===== src/design/b64ld_pkg.sv =====
`timescale 1ns / 1ps
// Shared types, codes and the character classifier of the base64 line decoder.
// No dependencies; all files of the block but the RAM refer to it by scoped names.
package b64ld_pkg;

    localparam int unsigned CMD_ADDR_W  = 8;
    localparam int unsigned CMD_CNT_W   = 8;
    localparam int unsigned QUEUE_DEPTH = 4;

    localparam logic [1:0] REQ_RESET  = 2'd0;
    localparam logic [1:0] REQ_DATA   = 2'd1;
    localparam logic [1:0] REQ_FINISH = 2'd2;

    localparam logic [1:0] ST_MORE  = 2'd0;
    localparam logic [1:0] ST_LAST  = 2'd1;
    localparam logic [1:0] ST_ERROR = 2'd2;

    localparam logic KIND_DATA   = 1'b0;
    localparam logic KIND_STATUS = 1'b1;

    localparam logic [7:0] CLS_BLANK     = 8'hE0;
    localparam logic [7:0] CLS_LF        = 8'hF0;
    localparam logic [7:0] CLS_CR        = 8'hF1;
    localparam logic [7:0] CLS_END       = 8'hF2;
    localparam logic [7:0] CLS_BAD       = 8'hFF;
    localparam logic [7:0] CLS_SKIP_MASK = 8'h13;
    localparam logic [7:0] CLS_SKIP_CODE = 8'hF3;
    localparam logic [7:0] CHAR_PAD      = 8'h3D;

    localparam int unsigned LAST_LEN_RESET = 30;

    typedef struct packed {
        logic [1:0] req_type;
        logic [7:0] data_byte;
        logic       end_of_chunk;
    } t_in_item;

    typedef struct packed {
        logic [7:0] out_byte;
        logic       kind;
        logic [1:0] status;
        logic       last;
    } t_out_item;

    typedef struct packed {
        logic                  wr_en;
        logic [CMD_ADDR_W-1:0] wr_addr;
        logic [7:0]            wr_data;
        logic                  dec_en;
        logic [CMD_CNT_W-1:0]  dec_bytes;
        logic                  st_en;
        logic [1:0]            st_val;
    } t_cmd;

    function automatic logic [7:0] classify(input logic [7:0] b);
        logic [7:0] c;
        c = {1'b0, b[6:0]};
        if (c >= 8'h41 && c <= 8'h5A) begin
            classify = c - 8'd65;
        end else if (c >= 8'h61 && c <= 8'h7A) begin
            classify = c - 8'd71;
        end else if (c >= 8'h30 && c <= 8'h39) begin
            classify = c + 8'd4;
        end else if (c == 8'h2B) begin
            classify = 8'd62;
        end else if (c == 8'h2F) begin
            classify = 8'd63;
        end else if (c == CHAR_PAD) begin
            classify = 8'd0;
        end else if (c == 8'h09 || c == 8'h20) begin
            classify = CLS_BLANK;
        end else if (c == 8'h0A) begin
            classify = CLS_LF;
        end else if (c == 8'h0D) begin
            classify = CLS_CR;
        end else if (c == 8'h2D) begin
            classify = CLS_END;
        end else begin
            classify = CLS_BAD;
        end
    endfunction

    function automatic logic is_skipped(input logic [7:0] cls);
        is_skipped = ((cls | CLS_SKIP_MASK) == CLS_SKIP_CODE);
    endfunction

endpackage


===== src/design/b64ld_ram.sv =====
`timescale 1ns / 1ps
// Generic single-write, single-read RAM with a registered read port.
// No dependencies.
module b64ld_ram #(
    parameter int unsigned WIDTH = 8,
    parameter int unsigned DEPTH = 64
) (
    input  logic                     i_clk,
    input  logic                     i_wr_en,
    input  logic [$clog2(DEPTH)-1:0] i_wr_addr,
    input  logic [WIDTH-1:0]         i_wr_data,
    input  logic                     i_rd_en,
    input  logic [$clog2(DEPTH)-1:0] i_rd_addr,
    output logic [WIDTH-1:0]         o_rd_data
);

    logic [WIDTH-1:0] r_mem [DEPTH];
    logic [WIDTH-1:0] r_rd_data;

    always_ff @(posedge i_clk) begin
        if (i_wr_en) begin
            r_mem[i_wr_addr] <= i_wr_data;
        end
        if (i_rd_en) begin
            r_rd_data <= r_mem[i_rd_addr];
        end
    end

    assign o_rd_data = r_rd_data;

endmodule


===== src/design/b64ld_queue.sv =====
`timescale 1ns / 1ps
// Short command queue between the classifying front end and the decoding back end.
// Depends on b64ld_pkg for the command type and the queue depth.
module b64ld_queue (
    input  logic              i_clk,
    input  logic              i_rst_n,
    input  logic              i_push,
    input  b64ld_pkg::t_cmd   i_data,
    output logic              o_full,
    input  logic              i_pop,
    output b64ld_pkg::t_cmd   o_data,
    output logic              o_empty
);

    localparam int unsigned PTR_W = $clog2(b64ld_pkg::QUEUE_DEPTH);
    localparam int unsigned CNT_W = $clog2(b64ld_pkg::QUEUE_DEPTH + 1);

    b64ld_pkg::t_cmd  r_mem [b64ld_pkg::QUEUE_DEPTH];
    logic [PTR_W-1:0] r_wr_ptr;
    logic [PTR_W-1:0] r_rd_ptr;
    logic [CNT_W-1:0] r_count;
    logic [PTR_W-1:0] n_wr_ptr;
    logic [PTR_W-1:0] n_rd_ptr;
    logic [CNT_W-1:0] n_count;

    assign o_full  = (r_count == CNT_W'(b64ld_pkg::QUEUE_DEPTH));
    assign o_empty = (r_count == '0);
    assign o_data  = r_mem[r_rd_ptr];

    always_comb begin
        n_wr_ptr = r_wr_ptr;
        n_rd_ptr = r_rd_ptr;
        n_count  = r_count;
        if (i_push) begin
            n_wr_ptr = (r_wr_ptr == PTR_W'(b64ld_pkg::QUEUE_DEPTH - 1)) ? '0
                                                                       : r_wr_ptr + PTR_W'(1);
        end
        if (i_pop) begin
            n_rd_ptr = (r_rd_ptr == PTR_W'(b64ld_pkg::QUEUE_DEPTH - 1)) ? '0
                                                                       : r_rd_ptr + PTR_W'(1);
        end
        if (i_push && !i_pop) begin
            n_count = r_count + CNT_W'(1);
        end else if (!i_push && i_pop) begin
            n_count = r_count - CNT_W'(1);
        end
    end

    always_ff @(posedge i_clk) begin
        if (i_push) begin
            r_mem[r_wr_ptr] <= i_data;
        end
        if (!i_rst_n) begin
            r_wr_ptr <= '0;
            r_rd_ptr <= '0;
            r_count  <= '0;
        end else begin
            r_wr_ptr <= n_wr_ptr;
            r_rd_ptr <= n_rd_ptr;
            r_count  <= n_count;
        end
    end

    a_no_overflow: assert property (@(posedge i_clk) disable iff (!i_rst_n)
        i_push |-> (!o_full || i_pop))
        else $error("Command pushed into a full queue.");
    a_no_underflow: assert property (@(posedge i_clk) disable iff (!i_rst_n)
        i_pop |-> !o_empty)
        else $error("Command popped from an empty queue.");
    a_count_range: assert property (@(posedge i_clk) disable iff (!i_rst_n)
        r_count <= CNT_W'(b64ld_pkg::QUEUE_DEPTH))
        else $error("Queue fill count out of range.");

endmodule


===== src/design/b64ld_front.sv =====
`timescale 1ns / 1ps
// Front end: accepts request transfers, classifies characters, keeps the line and call
// context and issues store, decode and status commands. Depends on b64ld_pkg.
module b64ld_front #(
    parameter int unsigned LINE_CHARS   = 64,
    parameter int unsigned MAX_LINE_LEN = 80
) (
    input  logic                  i_clk,
    input  logic                  i_rst_n,
    input  logic                  i_in_valid,
    output logic                  o_in_ready,
    input  b64ld_pkg::t_in_item   i_in_item,
    output logic                  o_push,
    output b64ld_pkg::t_cmd       o_cmd,
    input  logic                  i_full
);

    localparam int unsigned CNT_W  = $clog2(LINE_CHARS + 1);
    localparam int unsigned LEN_W  = $clog2(MAX_LINE_LEN + 1);
    localparam int unsigned ADDR_W = $clog2(LINE_CHARS);
    localparam int unsigned R_MAX  = LINE_CHARS / 4 * 3;
    localparam int unsigned R_W0   = $clog2(R_MAX + 1);
    localparam int unsigned R_W1   = $clog2(b64ld_pkg::LAST_LEN_RESET + 1);
    localparam int unsigned R_W    = (R_W0 > R_W1) ? R_W0 : R_W1;
    localparam int unsigned CMP_W  = ((CNT_W > R_W) ? CNT_W : R_W) + 1;

    logic [CNT_W-1:0] r_char_count, n_char_count;
    logic [LEN_W-1:0] r_line_length, n_line_length;
    logic             r_expect_nl, n_expect_nl;
    logic [R_W-1:0]   r_last_len, n_last_len;
    logic             r_pad_seen, n_pad_seen;
    logic [CNT_W-1:0] r_pad_count, n_pad_count;
    logic             r_call_done, n_call_done;
    logic [1:0]       r_call_status, n_call_status;
    logic             r_chunk_open, n_chunk_open;
    logic             r_bad, n_bad;
    logic             r_eq1, n_eq1;
    logic             r_eq2, n_eq2;

    logic             accept;
    logic [7:0]       cls;
    logic             skip_rest;
    logic             endf;
    logic             stop;
    logic [R_W-1:0]   blk_r;
    logic [CNT_W-1:0] quads;

    assign o_in_ready = !i_full;

    always_comb begin
        n_char_count  = r_char_count;
        n_line_length = r_line_length;
        n_expect_nl   = r_expect_nl;
        n_last_len    = r_last_len;
        n_pad_seen    = r_pad_seen;
        n_pad_count   = r_pad_count;
        n_call_done   = r_call_done;
        n_call_status = r_call_status;
        n_chunk_open  = r_chunk_open;
        n_bad         = r_bad;
        n_eq1         = r_eq1;
        n_eq2         = r_eq2;
        o_cmd         = '0;
        cls           = b64ld_pkg::classify(i_in_item.data_byte);
        skip_rest     = 1'b0;
        endf          = 1'b0;
        stop          = 1'b0;
        blk_r         = '0;
        quads         = '0;
        accept        = i_in_valid && !i_full;

        if (accept) begin
            case (i_in_item.req_type)
                b64ld_pkg::REQ_RESET: begin
                    n_char_count  = '0;
                    n_line_length = '0;
                    n_expect_nl   = 1'b0;
                    n_last_len    = R_W'(b64ld_pkg::LAST_LEN_RESET);
                    n_pad_seen    = 1'b0;
                    n_pad_count   = '0;
                    n_call_done   = 1'b0;
                    n_call_status = b64ld_pkg::ST_MORE;
                    n_chunk_open  = 1'b0;
                    n_bad         = 1'b0;
                    n_eq1         = 1'b0;
                    n_eq2         = 1'b0;
                end
                b64ld_pkg::REQ_FINISH: begin
                    n_chunk_open  = 1'b0;
                    n_call_done   = 1'b0;
                    n_call_status = b64ld_pkg::ST_MORE;
                    n_pad_seen    = 1'b0;
                    n_pad_count   = '0;
                    o_cmd.st_en   = 1'b1;
                    o_cmd.st_val  = b64ld_pkg::ST_MORE;
                    if (r_char_count != '0) begin
                        if (r_char_count[1:0] != 2'b00 || r_bad) begin
                            o_cmd.st_val = b64ld_pkg::ST_ERROR;
                        end else begin
                            quads           = r_char_count >> 2;
                            blk_r           = R_W'(CMP_W'(quads) + (CMP_W'(quads) << 1));
                            o_cmd.dec_en    = 1'b1;
                            o_cmd.dec_bytes = b64ld_pkg::CMD_CNT_W'(blk_r);
                            n_char_count    = '0;
                            n_bad           = 1'b0;
                            n_eq1           = 1'b0;
                            n_eq2           = 1'b0;
                        end
                    end
                end
                b64ld_pkg::REQ_DATA: begin
                    if (!r_chunk_open) begin
                        n_chunk_open  = 1'b1;
                        n_call_done   = 1'b0;
                        n_call_status = b64ld_pkg::ST_MORE;
                        n_pad_seen    = 1'b0;
                        n_pad_count   = '0;
                        if (r_char_count == '0 && cls == b64ld_pkg::CLS_END) begin
                            n_call_done   = 1'b1;
                            n_call_status = b64ld_pkg::ST_LAST;
                        end
                    end
                    if (!n_call_done) begin
                        if (r_line_length >= LEN_W'(MAX_LINE_LEN)) begin
                            n_call_done   = 1'b1;
                            n_call_status = b64ld_pkg::ST_ERROR;
                        end else begin
                            if (!b64ld_pkg::is_skipped(cls)) begin
                                o_cmd.wr_en   = 1'b1;
                                o_cmd.wr_addr = b64ld_pkg::CMD_ADDR_W'(r_char_count[ADDR_W-1:0]);
                                o_cmd.wr_data = i_in_item.data_byte;
                                n_char_count  = r_char_count + CNT_W'(1);
                                n_eq2         = r_eq1;
                                n_eq1         = (i_in_item.data_byte == b64ld_pkg::CHAR_PAD);
                                n_bad         = r_bad || (cls == b64ld_pkg::CLS_BAD);
                                n_line_length = r_line_length + LEN_W'(1);
                            end
                            if (i_in_item.data_byte == b64ld_pkg::CHAR_PAD) begin
                                n_pad_seen  = 1'b1;
                                n_pad_count = n_pad_count + CNT_W'(1);
                            end
                            if (cls == b64ld_pkg::CLS_CR) begin
                                n_line_length = '0;
                                skip_rest     = r_expect_nl;
                            end
                            if (cls == b64ld_pkg::CLS_LF) begin
                                n_line_length = '0;
                                if (r_expect_nl) begin
                                    n_expect_nl = 1'b0;
                                    skip_rest   = 1'b1;
                                end
                            end
                            if (!skip_rest) begin
                                n_expect_nl = 1'b0;
                                endf        = (cls == b64ld_pkg::CLS_END);
                                if (i_in_item.end_of_chunk
                                    && (n_char_count[1:0] == 2'b00 || n_pad_count != '0)) begin
                                    endf        = 1'b1;
                                    n_pad_count = CNT_W'(n_eq1) + CNT_W'(n_eq2);
                                end
                                if ((endf && n_char_count[1:0] == 2'b00)
                                    || n_char_count >= CNT_W'(LINE_CHARS)) begin
                                    if (!endf) begin
                                        n_expect_nl = 1'b1;
                                    end
                                    if (n_char_count != '0) begin
                                        quads = n_char_count >> 2;
                                        blk_r = R_W'(CMP_W'(quads) + (CMP_W'(quads) << 1));
                                        if (n_char_count[1:0] != 2'b00 || n_bad) begin
                                            stop          = 1'b1;
                                            n_call_done   = 1'b1;
                                            n_call_status = b64ld_pkg::ST_LAST;
                                        end else if (CMP_W'(n_pad_count) > CMP_W'(blk_r)) begin
                                            stop          = 1'b1;
                                            n_call_done   = 1'b1;
                                            n_call_status = b64ld_pkg::ST_ERROR;
                                        end else if (CMP_W'(n_pad_count) != CMP_W'(blk_r)) begin
                                            o_cmd.dec_en    = 1'b1;
                                            o_cmd.dec_bytes = b64ld_pkg::CMD_CNT_W'(
                                                blk_r - R_W'(n_pad_count));
                                        end
                                        n_char_count = '0;
                                        n_bad        = 1'b0;
                                        n_eq1        = 1'b0;
                                        n_eq2        = 1'b0;
                                    end else begin
                                        n_pad_count = CNT_W'(1);
                                    end
                                    if (!stop) begin
                                        if (blk_r < r_last_len && n_pad_count != '0) begin
                                            n_call_done   = 1'b1;
                                            n_call_status = b64ld_pkg::ST_LAST;
                                        end else begin
                                            n_last_len = blk_r;
                                            if (n_pad_seen) begin
                                                n_call_done   = 1'b1;
                                                n_call_status = b64ld_pkg::ST_LAST;
                                            end
                                        end
                                    end
                                end
                            end
                        end
                    end
                    if (i_in_item.end_of_chunk) begin
                        o_cmd.st_en   = 1'b1;
                        o_cmd.st_val  = n_call_done ? n_call_status : b64ld_pkg::ST_MORE;
                        n_chunk_open  = 1'b0;
                        n_call_done   = 1'b0;
                        n_call_status = b64ld_pkg::ST_MORE;
                        n_pad_seen    = 1'b0;
                        n_pad_count   = '0;
                    end
                end
                default: begin
                end
            endcase
        end
        o_push = accept && (o_cmd.wr_en || o_cmd.dec_en || o_cmd.st_en);
    end

    always_ff @(posedge i_clk) begin
        if (!i_rst_n) begin
            r_char_count  <= '0;
            r_line_length <= '0;
            r_expect_nl   <= 1'b0;
            r_last_len    <= R_W'(b64ld_pkg::LAST_LEN_RESET);
            r_pad_seen    <= 1'b0;
            r_pad_count   <= '0;
            r_call_done   <= 1'b0;
            r_call_status <= b64ld_pkg::ST_MORE;
            r_chunk_open  <= 1'b0;
            r_bad         <= 1'b0;
            r_eq1         <= 1'b0;
            r_eq2         <= 1'b0;
        end else begin
            r_char_count  <= n_char_count;
            r_line_length <= n_line_length;
            r_expect_nl   <= n_expect_nl;
            r_last_len    <= n_last_len;
            r_pad_seen    <= n_pad_seen;
            r_pad_count   <= n_pad_count;
            r_call_done   <= n_call_done;
            r_call_status <= n_call_status;
            r_chunk_open  <= n_chunk_open;
            r_bad         <= n_bad;
            r_eq1         <= n_eq1;
            r_eq2         <= n_eq2;
        end
    end

    a_store_bound: assert property (@(posedge i_clk) disable iff (!i_rst_n)
        r_char_count < CNT_W'(LINE_CHARS))
        else $error("Line store fill count reached the line length without a flush.");
    a_push_room: assert property (@(posedge i_clk) disable iff (!i_rst_n)
        o_push |-> !i_full)
        else $error("Command issued while the queue is full.");
    a_decode_nonempty: assert property (@(posedge i_clk) disable iff (!i_rst_n)
        (o_push && o_cmd.dec_en) |-> (o_cmd.dec_bytes != '0))
        else $error("Decode command with no bytes to emit.");

endmodule


===== src/design/b64ld_back.sv =====
`timescale 1ns / 1ps
// Back end: owns the line store, writes characters, decodes stored quads to bytes and
// drives the registered result output. Depends on b64ld_pkg and b64ld_ram.
module b64ld_back #(
    parameter int unsigned LINE_CHARS = 64
) (
    input  logic                  i_clk,
    input  logic                  i_rst_n,
    input  logic                  i_empty,
    output logic                  o_pop,
    input  b64ld_pkg::t_cmd       i_cmd,
    output logic                  o_out_valid,
    input  logic                  i_out_ready,
    output b64ld_pkg::t_out_item  o_out_item
);

    localparam int unsigned ADDR_W = $clog2(LINE_CHARS);

    typedef enum logic [1:0] {
        S_IDLE,
        S_READ,
        S_EMIT,
        S_STAT
    } t_state;

    t_state                         r_state, n_state;
    logic [2:0]                     r_ph, n_ph;
    logic [ADDR_W-1:0]              r_base, n_base;
    logic [23:0]                    r_acc, n_acc;
    logic [1:0]                     r_j, n_j;
    logic [b64ld_pkg::CMD_CNT_W-1:0] r_remain, n_remain;
    logic                           r_st_en, n_st_en;
    logic [1:0]                     r_st_val, n_st_val;
    logic                           r_out_valid, n_out_valid;
    b64ld_pkg::t_out_item           r_out_item, n_out_item;

    logic                           out_free;
    logic                           rd_en;
    logic [ADDR_W-1:0]              rd_addr;
    logic [7:0]                     rd_data;
    logic [7:0]                     rd_cls;
    logic [7:0]                     emit_byte;

    b64ld_ram #(
        .WIDTH (8),
        .DEPTH (LINE_CHARS)
    ) u_line_store (
        .i_clk     (i_clk),
        .i_wr_en   (o_pop && i_cmd.wr_en),
        .i_wr_addr (i_cmd.wr_addr[ADDR_W-1:0]),
        .i_wr_data (i_cmd.wr_data),
        .i_rd_en   (rd_en),
        .i_rd_addr (rd_addr),
        .o_rd_data (rd_data)
    );

    assign out_free = !r_out_valid || i_out_ready;
    assign rd_addr  = r_base + ADDR_W'(r_ph[1:0]);
    assign rd_cls   = b64ld_pkg::classify(rd_data);

    always_comb begin
        case (r_j)
            2'd0:    emit_byte = r_acc[23:16];
            2'd1:    emit_byte = r_acc[15:8];
            default: emit_byte = r_acc[7:0];
        endcase
    end

    always_comb begin
        n_state     = r_state;
        n_ph        = r_ph;
        n_base      = r_base;
        n_acc       = r_acc;
        n_j         = r_j;
        n_remain    = r_remain;
        n_st_en     = r_st_en;
        n_st_val    = r_st_val;
        n_out_valid = r_out_valid && !i_out_ready;
        n_out_item  = r_out_item;
        o_pop       = 1'b0;
        rd_en       = 1'b0;
        case (r_state)
            S_IDLE: begin
                if (!i_empty) begin
                    o_pop    = 1'b1;
                    n_st_en  = i_cmd.st_en;
                    n_st_val = i_cmd.st_val;
                    n_remain = i_cmd.dec_bytes;
                    n_base   = '0;
                    n_ph     = '0;
                    n_j      = '0;
                    if (i_cmd.dec_en) begin
                        n_state = S_READ;
                    end else if (i_cmd.st_en) begin
                        n_state = S_STAT;
                    end
                end
            end
            S_READ: begin
                rd_en = (r_ph != 3'd4);
                if (r_ph != 3'd0) begin
                    n_acc = {r_acc[17:0], rd_cls[5:0]};
                end
                n_ph = r_ph + 3'd1;
                if (r_ph == 3'd4) begin
                    n_state = S_EMIT;
                    n_j     = '0;
                end
            end
            S_EMIT: begin
                if (out_free) begin
                    n_out_valid         = 1'b1;
                    n_out_item.out_byte = emit_byte;
                    n_out_item.kind     = b64ld_pkg::KIND_DATA;
                    n_out_item.status   = b64ld_pkg::ST_MORE;
                    n_out_item.last     = (r_remain == b64ld_pkg::CMD_CNT_W'(1)) && !r_st_en;
                    n_remain            = r_remain - b64ld_pkg::CMD_CNT_W'(1);
                    if (r_remain == b64ld_pkg::CMD_CNT_W'(1)) begin
                        n_state = r_st_en ? S_STAT : S_IDLE;
                    end else if (r_j == 2'd2) begin
                        n_base  = r_base + ADDR_W'(4);
                        n_ph    = '0;
                        n_state = S_READ;
                    end else begin
                        n_j = r_j + 2'd1;
                    end
                end
            end
            S_STAT: begin
                if (out_free) begin
                    n_out_valid         = 1'b1;
                    n_out_item.out_byte = 8'd0;
                    n_out_item.kind     = b64ld_pkg::KIND_STATUS;
                    n_out_item.status   = r_st_val;
                    n_out_item.last     = 1'b1;
                    n_state             = S_IDLE;
                end
            end
            default: begin
                n_state = S_IDLE;
            end
        endcase
    end

    always_ff @(posedge i_clk) begin
        r_ph       <= n_ph;
        r_base     <= n_base;
        r_acc      <= n_acc;
        r_j        <= n_j;
        r_remain   <= n_remain;
        r_st_en    <= n_st_en;
        r_st_val   <= n_st_val;
        r_out_item <= n_out_item;
        if (!i_rst_n) begin
            r_state     <= S_IDLE;
            r_out_valid <= 1'b0;
        end else begin
            r_state     <= n_state;
            r_out_valid <= n_out_valid;
        end
    end

    assign o_out_valid = r_out_valid;
    assign o_out_item  = r_out_item;

    a_emit_count: assert property (@(posedge i_clk) disable iff (!i_rst_n)
        (r_state == S_EMIT) |-> (r_remain != '0))
        else $error("Byte emission with no bytes left to emit.");
    a_status_last: assert property (@(posedge i_clk) disable iff (!i_rst_n)
        (r_out_valid && r_out_item.kind == b64ld_pkg::KIND_STATUS) |-> r_out_item.last)
        else $error("Status result not marked as the final result.");
    a_read_phase: assert property (@(posedge i_clk) disable iff (!i_rst_n)
        (r_state == S_READ) |-> (r_ph <= 3'd4))
        else $error("Quad read phase out of range.");

endmodule


===== src/design/base64_line_decoder_unit.sv =====
`timescale 1ns / 1ps
// Top level of the streaming base64 line decoder: front end, command queue and back end.
// Depends on b64ld_pkg, b64ld_front, b64ld_queue and b64ld_back.

// A request transfer is taken whenever the four-entry command queue has room, so the input
// keeps flowing while decoded bytes are still draining. The back end pops one command at a
// time while idle, and popping a store command writes its character into the line store. A
// line flush then reads the four characters of each group one after another through the
// single read port of the line store. It emits up to three bytes at one per cycle while the
// receiver keeps up; a byte waits while the output register is still occupied. Once the
// queue is full, the input waits for the back end. A status result is emitted in its own
// state after any bytes of its command. Results leave through an output register and wait
// there until the receiver takes them.
module base64_line_decoder_unit #(
    parameter int unsigned LINE_CHARS   = 64,
    parameter int unsigned MAX_LINE_LEN = 80
) (
    input  logic                  i_clk,
    input  logic                  i_rst_n,
    input  logic                  i_in_valid,
    output logic                  o_in_ready,
    input  b64ld_pkg::t_in_item   i_in_item,
    output logic                  o_out_valid,
    input  logic                  i_out_ready,
    output b64ld_pkg::t_out_item  o_out_item
);

    logic            push;
    logic            pop;
    logic            full;
    logic            empty;
    b64ld_pkg::t_cmd push_cmd;
    b64ld_pkg::t_cmd pop_cmd;

    b64ld_front #(
        .LINE_CHARS   (LINE_CHARS),
        .MAX_LINE_LEN (MAX_LINE_LEN)
    ) u_front (
        .i_clk      (i_clk),
        .i_rst_n    (i_rst_n),
        .i_in_valid (i_in_valid),
        .o_in_ready (o_in_ready),
        .i_in_item  (i_in_item),
        .o_push     (push),
        .o_cmd      (push_cmd),
        .i_full     (full)
    );

    b64ld_queue u_queue (
        .i_clk   (i_clk),
        .i_rst_n (i_rst_n),
        .i_push  (push),
        .i_data  (push_cmd),
        .o_full  (full),
        .i_pop   (pop),
        .o_data  (pop_cmd),
        .o_empty (empty)
    );

    b64ld_back #(
        .LINE_CHARS (LINE_CHARS)
    ) u_back (
        .i_clk       (i_clk),
        .i_rst_n     (i_rst_n),
        .i_empty     (empty),
        .o_pop       (pop),
        .i_cmd       (pop_cmd),
        .o_out_valid (o_out_valid),
        .i_out_ready (i_out_ready),
        .o_out_item  (o_out_item)
    );

endmodule

===== config.mk =====
export PLATFORM = sky130hd
export DESIGN_NAME = base64_line_decoder_unit
export DESIGN_NICKNAME = d
export VERILOG_FILES = /design/src/design/b64ld_pkg.sv /design/src/design/b64ld_ram.sv /design/src/design/b64ld_queue.sv /design/src/design/b64ld_front.sv /design/src/design/b64ld_back.sv /design/src/design/base64_line_decoder_unit.sv
export SDC_FILE = /design/constraint.sdc
export NUM_CORES = 1
export LEC_CHECK = 0
export BUFFER_PORTS_ARGS = -buffer_cell sky130_fd_sc_hd__buf_4
export CAP_MARGIN = 20
export CORE_AREA = 4 4 246 248
export DETAILED_ROUTE_END_ITERATION = 8
export DIE_AREA = 0 0 250 252
export PLACE_DENSITY_LB_ADDON = 0.3
export SLEW_MARGIN = 40
export SYNTH_ARGS = -nofsm -noshare
export SYNTH_HDL_FRONTEND = slang
export SYNTH_SLANG_ARGS = --single-unit
export TNS_END_PERCENT = 50

===== constraint.sdc =====
create_clock -name i_clk -period 10.4 [get_ports i_clk]
set_input_delay 0 -clock i_clk [delete_from_list [all_inputs] [get_ports i_clk]]
set_output_delay 0 -clock i_clk [all_outputs]
set_load 0.1 [all_outputs]

==> summary.md <==
| Metric | Value |
|---|---|
| Status | `complete, no violations` |
| Area contributors post-synth | `edfxtp_1 (63%), mux4_2 (13%), dfxtp_1 (3.3%)` |
| EDFF count, synth | `611` |
| Via density | `roughly 6.0` |
| Most numerous cell in the Yosys netlist | `edfxtp_1` |
| TritonCTS clock tree | `done` |
| Sequential fraction of the synthesis area | `66.7%` |
| Mux contribution to synthesized area | `13.7%` |
| Leak | `0.0108 uW` |
| Core ar. | `58500 sq um` |
| Pwr dens | `248 nW/um^2` |
| Peak Freq | `0.138 GHz` |
| Die W | `250 um` |
| Routed WL | `62.1 mm` |
| RePlAce Congestion | `0.884` |
| Top-area cell type share of the netlist area | `a little under two thirds` |
| Post-route setup TNS | `0 ns` |
| Total congestion overflow | `0` |
| Largest net degree at the start of global routing | `65` |
| Clk sinks | `659` |
| Worst Skew | `approximately 0.021 ns` |
| Die area | `about 63000 sq um` |
| Slew HR | `38.9%` |
| Number of CTS-inserted buffers | `69` |
| XOR/XNOR share of the synthesized area | `1.26%` |
| Worst-margin pin slew | `between 0.9 and 1 ns` |
| Vias in the first global route | `15700` |
| Initial Util | `49.5%` |
| Ratio of cells with drive above 1 in the final layout | `20.5%` |
| First-pass GRT wire length | `95.9 mm` |
| Mapped Cells | `1769` |
| Met3 GRT Util | `3.65%` |
| Ant diodes | `0` |
| Synth cell count leaders | `edfxtp_1 (611), mux4_2 (172), nor2_1 (126)` |
| Most used cell, CP | `ha_1` |
| # fillers | `4512` |
| Via count | `15800` |
| Fraction of the mapped netlist area in adder cells | `3.30%` |
| MaxCap Viol Count | `0` |
| Max-slew violations | `0` |
| Die H | `252 um` |
| Met1 Use GR | `27.7%` |
| Synth Area in Compound Gates | `5.65%` |
| Worst-path maximum fanout | `19` |
| First-pass DRT Iterations | `5` |
| DRT antenna net count | `0` |
| Final min period | `a little over 7 ns` |
| Yosys top cell by area | `edfxtp_1` |
| Post_cts resized | `0` |
| DRT iter0 DRCs | `1582` |
| Peak VDD IR | `194 uV` |
| Setup CP Type | `primary input to flop` |
| Clock-pin slew on the worst setup and hold paths | `0.06 ns` |
| Setup crit start kind | `primary input` |
| Synth async-reset ratio | `0%` |
| #FFs+latches synth | `around 660` |
| Ys flop type | `edfxtp_1` |
| CTS root buf | `clkbuf_16` |
| Final nets | `1911` |
| Average wire per standard cell | `about 23 um` |
| Design Power | `just over 8000 uW` |
| Crit end category | `flop` |
| IO buf count | `28` |
| HP Class | `primary input to flop` |
| Synth warn | `0` |
| H-tree depth | `3` |
| Cell Area, Synth | `29000 sq um` |
| Grt met2 use | `between 30% and 40%` |
| Num ports | `29` |
| Simple-Gate Fraction of Synth Area | `7.36%` |
| Slowest cell on crit path | `dlygate4sd3_1` |
| FP Rows | `89` |
| Slowest stage delay, CP | `0.53 ns` |
| Final setup fails | `0` |
| Detailed Place HPWL | `39.5 mm` |
| GRT Max-Usage Layer | `met2` |
| Main combinational cell family by area after synthesis | `multiplexers` |
| Syn_nets | `1858` |
| Final period utilization | `~70%` |
| Req. time, crit path | `about 11 ns` |
| Clock Latency Late Sink | `around 0.61 ns` |
| RSZ-0062 raised after global routing | `no` |
| DRC viols | `0` |
| Netlist cell types | `92` |
| WP data arrival | `7.78 ns` |
| Fin. Hold Viols | `0` |
| Mapped Avg Cell Area | `16.4 sq um` |
| Clock Tree Buf Depth | `3` |
| GRT Util Overall | `19.8%` |
| Initial antenna violation count | `0` |
| Synth-to-Final Area Change | `12.2%` |
-- metrics by stage --
stage          worst slack [ns]  hold WS [ns]  util [%]  cells  instance area, sq um
4_1_cts                    3.26        0.0317      55.5   2647                 32500
6_report                   3.14        0.0604      55.6   2648                 32500
5_1_grt                    2.55        0.0585      55.6   2648                 32500
3_5_place_dp               3.09         0.372      51.4   2512                 30100
3_3_place_gp               3.27         0.364      51.3   2510                 30000
2_1_floorplan              4.41         0.253         -   1769                 29000
-- cell usage in the layout, fill, tap and decap left out, types with 20 or more instances in the layout --
cell type and n:
a21oi_1 61, and2_1 26, buf_4 46, clkbuf_16 71, dfxtp_1 47, edfxtp_1 611, ha_1 70, inv_1 70
mux4_2 172, nand2_1 108, nand2b_1 20, nand3_1 33, nor2_1 122, nor2b_1 24, o21ai_0 40, xnor2_1 26
-- final timing paths --
path / slack [ns] / cells after the start / start / endpoint
setup / recovery: 3.14 / 30 / i_in_item[1] / u_queue.r_count[2]
hold / removal: 0.06 / 3 / i_in_item[2] / u_queue.r_mem[1][13]
setup reg to reg: 3.81 / 27 / u_front.r_chunk_open / u_queue.r_count[2]
hold reg to reg: 0.45 / 0 / u_back.r_acc[6] / u_back.r_acc[12]
-- timing repair --
item,in CTS,in global routing
hold endpoints to repair,72,0
buffers inserted,0,0
hold buffers,11,0
-- cells by family (layout without fill, tap and decap cells) --
logic type,Yosys count,after routing
multiplexers,182,182
flip-flops,659,659
AO/OA/AOI/OAI,232,232
AND/OR/NAND/NOR,429,429
XOR/XNOR,40,40
adder cells (fa/ha/maj),74,74
buffers and inverters,153,259
-- critical path, delay by kind of cell --
kind	cells	cell delay [ns]
xor+xnor	1	0.18
buf+inv	5	1.09
simple gates	9	2.52
compound gates	9	1.93
fa+ha+maj	5	1.60
mux	1	0.44
-- metal layers --
| metal | vias to the layer above | share of wire [%] | wire, um |
|---|---|---|---|
| met5 | - | 0 | 0 |
| met4 | 0 | 2.5 | 1550 |
| met3 | 101 | 6.6 | 4120 |
| met2 | 572 | 49 | 30700 |
| met1 | 8026 | 41 | 25800 |
| li1 | 7065 | - | - |
-- power breakdown --
group | internal [uW] | switching, uW
logic | 878 | 1310
registers | 3290 | 115
clock network | 1460 | 1010
total | 5630 | 2440
-- final cells by class --
cell class              instances  area [sq um]  area share, %
well taps                     773           967           2.98
clock inverters                39           438           1.35
repair buffers                 62           547           1.68
clock buffers                  85          1860           5.72
flip-flops and latches        659         19300           59.4
multi-input cells             957          9110           28.0
inverters                      73           274          0.843
-- registers in the layout, summed over array words and instances, names as in the netlist, 2 cells and up, named ones only --
register / cells
u_back.u_line_store.r_mem: 448
u_back.o_out_item: 12
u_back.r_j: 2
u_back.r_remain: 8
u_front.r_call_status: 2
u_back.r_state: 2
u_front.r_last_len: 6
u_front.r_line_length: 7
u_back.r_ph: 3
u_queue.r_count: 3
u_back.u_line_store.o_rd_data: 7
u_front.r_pad_count: 7
u_back.r_acc: 24
u_back.r_st_val: 2
u_queue.r_mem: 100
u_front.r_char_count: 7
u_back.r_base: 4
u_queue.r_wr_ptr: 2
u_queue.r_rd_ptr: 2
Note: power is estimated with default switching activity, not from simulation.
